**src/sv/rth_pkg.sv**
```systemverilog
// ----------------------------------------------------------------------------
// rth_pkg
// types and constants of the rgb to hsv converter
// ----------------------------------------------------------------------------
package rth_pkg;

    // quotient bits, dividend bits, divisor bits
    localparam int QW = 15;
    localparam int NW = 24;
    localparam int DW = 9;

    localparam logic [QW-1:0] HUE_FULL = 15'd23040;
    localparam logic [NW-1:0] HUE_SCALE2 = 24'd7680;   // two sextants
    localparam logic [NW-1:0] PCT_SCALE2 = 24'd51200;  // two full scales

    // value is 100*max plus round(100*max/255), the latter by reciprocal
    localparam logic [NW-1:0] VAL_SCALE = 24'd100;
    localparam logic [QW-1:0] VAL_ROUND = 15'd127;
    localparam logic [31:0]   VAL_RECIP = 32'd65794;   // 2^24/255 rounded up

    typedef struct packed {
        logic [7:0] red;
        logic [7:0] green;
        logic [7:0] blue;
    } pixel_t;

    typedef struct packed {
        logic [14:0] hue;
        logic [14:0] saturation;
        logic [14:0] brightness;
        logic        hue_undefined;
    } hsv_t;

    typedef struct packed {
        logic gray;
        logic black;
    } rth_flags_t;

endpackage

```
**src/sv/rth_prep.sv**
```systemverilog
// ----------------------------------------------------------------------------
// rth_prep
// max, min and delta of a pixel, and the dividends and divisors
// ----------------------------------------------------------------------------
module rth_prep
    import rth_pkg::*;
(
    input  logic                clk,
    input  logic                rst_n,
    input  logic                advance,
    input  logic                in_valid,
    input  pixel_t              pixel,
    output logic                valid_reg,
    output logic [NW-1:0]       a_hue_reg,
    output logic [DW-1:0]       b_hue_reg,
    output logic [NW-1:0]       a_sat_reg,
    output logic [DW-1:0]       b_sat_reg,
    output logic [NW-1:0]       a_val_reg,
    output rth_flags_t          flags_reg
);

    logic [7:0]  mx;
    logic [7:0]  mn;
    logic [7:0]  d;
    logic [10:0] k;
    logic [10:0] d11;

    // largest and smallest channel
    always_comb
    begin
        mx = pixel.red;
        mn = pixel.red;
        if (pixel.green > mx) mx = pixel.green;
        if (pixel.blue > mx) mx = pixel.blue;
        if (pixel.green < mn) mn = pixel.green;
        if (pixel.blue < mn) mn = pixel.blue;
        d = mx - mn;
    end

    // hue numerator in sextant units, ties go red then green then blue
    always_comb
    begin
        d11 = {3'b0, d};
        if (mx == pixel.red)
        begin
            if (pixel.green >= pixel.blue)
                k = {3'b0, pixel.green} - {3'b0, pixel.blue};
            else
                k = 11'(6 * d11) - ({3'b0, pixel.blue} - {3'b0, pixel.green});
        end
        else if (mx == pixel.green)
            k = 11'(2 * d11) + {3'b0, pixel.blue} - {3'b0, pixel.red};
        else
            k = 11'(4 * d11) + {3'b0, pixel.red} - {3'b0, pixel.green};
    end

    // control
    always_ff @(posedge clk or negedge rst_n)
    begin
        if (!rst_n)
            valid_reg <= 1'b0;
        else if (advance)
            valid_reg <= in_valid;
    end

    // payload: dividends carry the rounding half term
    always_ff @(posedge clk)
    begin
        if (advance)
        begin
            a_hue_reg       <= {13'b0, k} * HUE_SCALE2 + {16'b0, d};
            b_hue_reg       <= {d, 1'b0};
            a_sat_reg       <= {16'b0, d} * PCT_SCALE2 + {16'b0, mx};
            b_sat_reg       <= {mx, 1'b0};
            a_val_reg       <= {16'b0, mx} * VAL_SCALE + {9'b0, VAL_ROUND};
            flags_reg.gray  <= (d == 8'd0);
            flags_reg.black <= (mx == 8'd0);
        end
    end

endmodule

```
**src/sv/rth_div.sv**
```systemverilog
// ----------------------------------------------------------------------------
// rth_div
// pipelined restoring divider, one quotient bit per stage
// ----------------------------------------------------------------------------
module rth_div
    import rth_pkg::*;
(
    input  logic          clk,
    input  logic          advance,
    input  logic [NW-1:0] num,
    input  logic [DW-1:0] den,
    output logic [QW-1:0] quo
);

    logic [NW-1:0] rem_reg [QW];
    logic [DW-1:0] den_reg [QW];
    logic [QW-1:0] quo_reg [QW];

    for (genvar j = 0; j < QW; j++)
    begin : g_stage
        localparam int SH = QW - 1 - j;
        logic [NW-1:0] rem_src;
        logic [DW-1:0] den_src;
        logic [QW-1:0] quo_src;
        logic [NW-1:0] trial;
        logic          take;

        // source is the port for the first stage, the stage before otherwise
        if (j == 0)
        begin : g_first
            assign rem_src = num;
            assign den_src = den;
            assign quo_src = '0;
        end
        else
        begin : g_next
            assign rem_src = rem_reg[j-1];
            assign den_src = den_reg[j-1];
            assign quo_src = quo_reg[j-1];
        end

        // compare and subtract the shifted divisor
        assign trial = NW'(den_src) << SH;
        assign take  = (rem_src >= trial);

        always_ff @(posedge clk)
        begin
            if (advance)
            begin
                rem_reg[j] <= take ? (rem_src - trial) : rem_src;
                den_reg[j] <= den_src;
                quo_reg[j] <= quo_src | (QW'(take) << SH);
            end
        end
    end

    assign quo = quo_reg[QW-1];

endmodule

```
**src/sv/rgb_to_hsv.sv**
```systemverilog
// ----------------------------------------------------------------------------
// rgb_to_hsv
// rgb pixel to hue, saturation and value in fixed point
// ----------------------------------------------------------------------------
// channel  handshake                 word
// pixel    pixel_valid / pixel_stall  pixel_t: red, green, blue
// hsv      hsv_valid / hsv_stall      hsv_t: hue, saturation, brightness, flag
//
// one word per cycle while no result waits; one prep stage, 15 divider stages
// (one quotient bit each), one output stage; value is formed by a reciprocal
// multiply in the first divider stage and then delayed alongside
// the whole pipeline advances together; it holds while a result waits
// reset clears the valid bits only
// ----------------------------------------------------------------------------
module rgb_to_hsv
    import rth_pkg::*;
(
    input  logic   clk,
    input  logic   rst_n,
    input  logic   pixel_valid,
    output logic   pixel_stall,
    input  pixel_t pixel,
    output logic   hsv_valid,
    input  logic   hsv_stall,
    output hsv_t   hsv
);

    logic          advance;
    logic          prep_valid;
    logic [NW-1:0] a_hue;
    logic [DW-1:0] b_hue;
    logic [NW-1:0] a_sat;
    logic [DW-1:0] b_sat;
    logic [NW-1:0] a_val;
    rth_flags_t    prep_flags;
    logic [QW-1:0] q_hue;
    logic [QW-1:0] q_sat;
    logic [31:0]   val_prod;
    logic [QW-1:0] val_first;
    logic [QW-1:0] val_reg [QW];
    logic          div_valid_reg [QW];
    rth_flags_t    div_flags_reg [QW];
    logic          hsv_valid_reg;
    hsv_t          hsv_reg;
    hsv_t          hsv_next;

    // global advance
    assign advance     = !(hsv_valid_reg && hsv_stall);
    assign pixel_stall = !advance;

    rth_prep u_prep (
        .clk       (clk),
        .rst_n     (rst_n),
        .advance   (advance),
        .in_valid  (pixel_valid),
        .pixel     (pixel),
        .valid_reg (prep_valid),
        .a_hue_reg (a_hue),
        .b_hue_reg (b_hue),
        .a_sat_reg (a_sat),
        .b_sat_reg (b_sat),
        .a_val_reg (a_val),
        .flags_reg (prep_flags)
    );

    rth_div u_div_hue (.clk(clk), .advance(advance), .num(a_hue), .den(b_hue), .quo(q_hue));
    rth_div u_div_sat (.clk(clk), .advance(advance), .num(a_sat), .den(b_sat), .quo(q_sat));

    // value: 100*max plus (100*max + 127) / 255 by reciprocal multiply
    assign val_prod  = {17'b0, a_val[QW-1:0]} * VAL_RECIP;
    assign val_first = a_val[QW-1:0] - VAL_ROUND + {7'b0, val_prod[31:24]};

    // valid bits alongside the divider stages
    always_ff @(posedge clk or negedge rst_n)
    begin
        if (!rst_n)
        begin
            for (int i = 0; i < QW; i++)
                div_valid_reg[i] <= 1'b0;
        end
        else if (advance)
        begin
            div_valid_reg[0] <= prep_valid;
            for (int i = 1; i < QW; i++)
                div_valid_reg[i] <= div_valid_reg[i-1];
        end
    end

    // special-case flags and value alongside the divider stages
    always_ff @(posedge clk)
    begin
        if (advance)
        begin
            div_flags_reg[0] <= prep_flags;
            val_reg[0]       <= val_first;
            for (int i = 1; i < QW; i++)
            begin
                div_flags_reg[i] <= div_flags_reg[i-1];
                val_reg[i]       <= val_reg[i-1];
            end
        end
    end

    // hue wrap, gray and black overrides
    always_comb
    begin
        hsv_next.hue           = q_hue;
        if (div_flags_reg[QW-1].gray)
            hsv_next.hue = '0;
        else if (q_hue >= HUE_FULL)
            hsv_next.hue = q_hue - HUE_FULL;
        hsv_next.saturation    = div_flags_reg[QW-1].black ? '0 : q_sat;
        hsv_next.brightness    = val_reg[QW-1];
        hsv_next.hue_undefined = div_flags_reg[QW-1].gray;
    end

    // output register
    always_ff @(posedge clk or negedge rst_n)
    begin
        if (!rst_n)
            hsv_valid_reg <= 1'b0;
        else if (advance)
            hsv_valid_reg <= div_valid_reg[QW-1];
    end

    always_ff @(posedge clk)
    begin
        if (advance)
            hsv_reg <= hsv_next;
    end

    assign hsv_valid = hsv_valid_reg;
    assign hsv       = hsv_reg;

endmodule

```
**config.mk**
```make
export PLATFORM = sky130hd
export DESIGN_NAME = rgb_to_hsv
export DESIGN_NICKNAME = d
export VERILOG_FILES = /design/src/sv/rth_pkg.sv /design/src/sv/rth_prep.sv /design/src/sv/rth_div.sv /design/src/sv/rgb_to_hsv.sv
export SDC_FILE = /design/constraint.sdc
export NUM_CORES = 2
export LEC_CHECK = 0
export ABC_AREA = 1
export BUFFER_PORTS_ARGS = -buffer_cell sky130_fd_sc_hd__buf_2
export CORE_UTILIZATION = 45
export CTS_CLUSTER_SIZE = 25
export DETAILED_ROUTE_END_ITERATION = 8
export SLEW_MARGIN = 20
export SYNTH_ARGS = -nofsm -noshare
export SYNTH_HDL_FRONTEND = slang
export SYNTH_HIERARCHICAL = 1
export SYNTH_SLANG_ARGS = --single-unit
```
**constraint.sdc**
```tcl
create_clock -name clk -period 46.4 [get_ports clk]
set_input_delay 6.96 -clock clk [delete_from_list [all_inputs] [get_ports clk]]
set_output_delay 6.96 -clock clk [all_outputs]
set_load 0.02 [all_outputs]
```
==> results.py <==
metrics = {
    "run_status": {
        "run_status": "finished, final reports clean",
    },
    "timing": {
        "fin_worst_skew_ns": 0.0671,
        "report.final.slew_viol_count": 0,
        "worstMarginPinSlew_ns": 1.03,
        "period_needed_ns": 16.29,
        "whs_ns": 0.374,
        "hold_violations": 0,
        "setup_viol": 0,
        "rsz0062_at_grt": "false",
        "fin_setup_tns_ns": 0,
        "max_freq_mhz": 61.4,
        "slew-limit-headroom_pct": 30.6,
        "post-route-period-util_pct": 35.1,
    },
    "clock_tree": {
        "clk_latency_ns": 0.84,
        "cts-htree-levels": 4,
        "clk_path_buf_depth": 3,
        "numCtsBuffers": 171,
        "cts_setup_buffers": 0,
        "cts_tree": "yes",
        "path_clk_slew_ns": 0.06,
        "clkSinkCount": 1538,
        "cts_resized": 0,
        "hold_buffers": 0,
        "cts-root-buf": "clkbuf_16",
    },
    "worst_hold_path": {
        "hold_path_class": "register to register",
    },
    "cells_and_area": {
        "area_growth_pct": 10.4,
        "multi_input_area_um2": 32400,
        "regArea_um2": 46100,
        "num-fill-cells": 16900,
        "nNetsFinal": 9425,
        "drive_above_1_share_pct": 7.72,
        "final_area_um2": 92900,
    },
    "global_route": {
        "grt_pass1_wl_um": 287000,
        "grt_remaining_overflow": 0,
        "groute.layer.met1.usage_pct": 23.6,
        "grt.met2_usage_pct": 33.8,
        "grt_pass1_vias": 55800,
        "grt_busiest_layer": "met2",
        "grt_max_degree": 198,
        "grt_use_total_pct": 19.0,
        "grt_use_met3_pct": 2.51,
        "antenna_found_initial": 2,
    },
    "route": {
        "vias": 56300,
        "routed_wirelength_um": 178000,
        "drt_first_pass_iters": 6,
        "ant_nets": 0,
        "routedWlPerCell_um": 15.6,
        "drc": 0,
        "drtIter0Drc": 3306,
        "viasPerCell": 4.93,
    },
    "placement": {
        "gp_congestion": 0.936,
        "dp_hpwl_um": 136000,
        "dpl_cell_area_um2": 87100,
        "portBuffers": 75,
    },
    "die": {
        "dieArea_um2": 189000,
        "core_um2": 186000,
        "rows": 158,
        "die_y_um": 434,
        "dieWidth_um": 434,
        "initial_core_util_pct": 45.3,
        "io_pins": 76,
    },
    "synth": {
        "yosysWarnings": 6,
        "netlist_area_um2": 84200,
        "syn_avg_cell_area_um2": 9.76,
        "syn-instance-count": 8619,
    },
    "flow_run": {
        "maxCapViolCount": 0,
    },
    "worst_setup_path": {
        "slowest_stage": "xor2_1",
        "cp-end-kind": "register",
        "worstSetupPathType": "primary input to register",
        "crit_path_max_incr_delay_ns": 0.54,
        "cp.required_ns": 46.97,
        "critPathLaunchType": "primary input",
        "crit_path_max_fanout": 20,
        "worstPathArrival_ns": 16.86,
    },
}
==> layout make-up <==
cell class	count	area share (%)
Inverter	1323	5.36
Multi-Input combinational cell	5680	34.8
Clock inverter	113	1.53
Clock buffer	201	4.73
Timing Repair Buffer	93	0.581
Antenna cell	1	0.00269
Sequential cell	1538	49.6
Tap cell	2480	3.34
==> through the flow <==
stage | std cells | util [%] | worst slack, ns
2_1_floorplan | 8625 | - | 17.67
3_3_place_gp | 11100 | 46.9 | 29.36
3_5_place_dp | 11100 | 46.9 | 29.26
4_1_cts | 11400 | 50.0 | 30.16
5_1_grt | 11400 | 50.0 | 29.19
6_report | 11400 | 50.0 | 30.11
==> placed cells by master, fill, tap and decap left out, types with 66 or more instances in the layout <==
master and n:
xor2_1 186, nand2_2 66, nor2_1 794, o21ai_1 95
ha_1 516, a21oi_1 320, nand3_1 383, xnor2_1 97
clkbuf_16 171, edfxtp_1 1521, buf_2 75, o21ai_0 169
nand4_1 119, nand2_1 2336, nand3b_1 96, fa_1 74
inv_1 1287
==> worst paths after layout <==
| check | from | to | slack, ns | cells past startpoint |
|---|---|---|---|---|
| max | pixel[14] | u_prep/a_hue_reg[22] | 30.11 | 51 |
| max in group asynchronous | rst_n | div_valid_reg[2] | 40.06 | 1 |
| min reg2reg | val_reg[2][10] | val_reg[3][10] | 0.37 | 0 |
| min in group asynchronous | rst_n | u_prep/valid_reg | 6.04 | 1 |
| max reg2reg | hsv_valid | u_div_hue/quo_reg[8][10] | 41.48 | 5 |
| min | val_reg[2][10] | val_reg[3][10] | 0.37 | 0 |
==> routing by layer <==
metal,share of wire (%),up-vias
met5,0,-
met1,44,26200
li1,-,28900
met4,3.2,0
met2,50,935
met3,3.2,335
==> worst max-delay path, delay by kind of cell <==
family | cells | cell delay (ns)
adders and majority gates | 9 | 3.26
and+or+nand+nor | 21 | 3.19
AOI/OAI and AO/OA | 8 | 1.56
buffers and inverters | 10 | 1.10
xor gates and xnor gates | 3 | 0.77
Power is not shown: default switching activity piles up to over one toggle a cycle in this logic, so the estimate is an artifact.
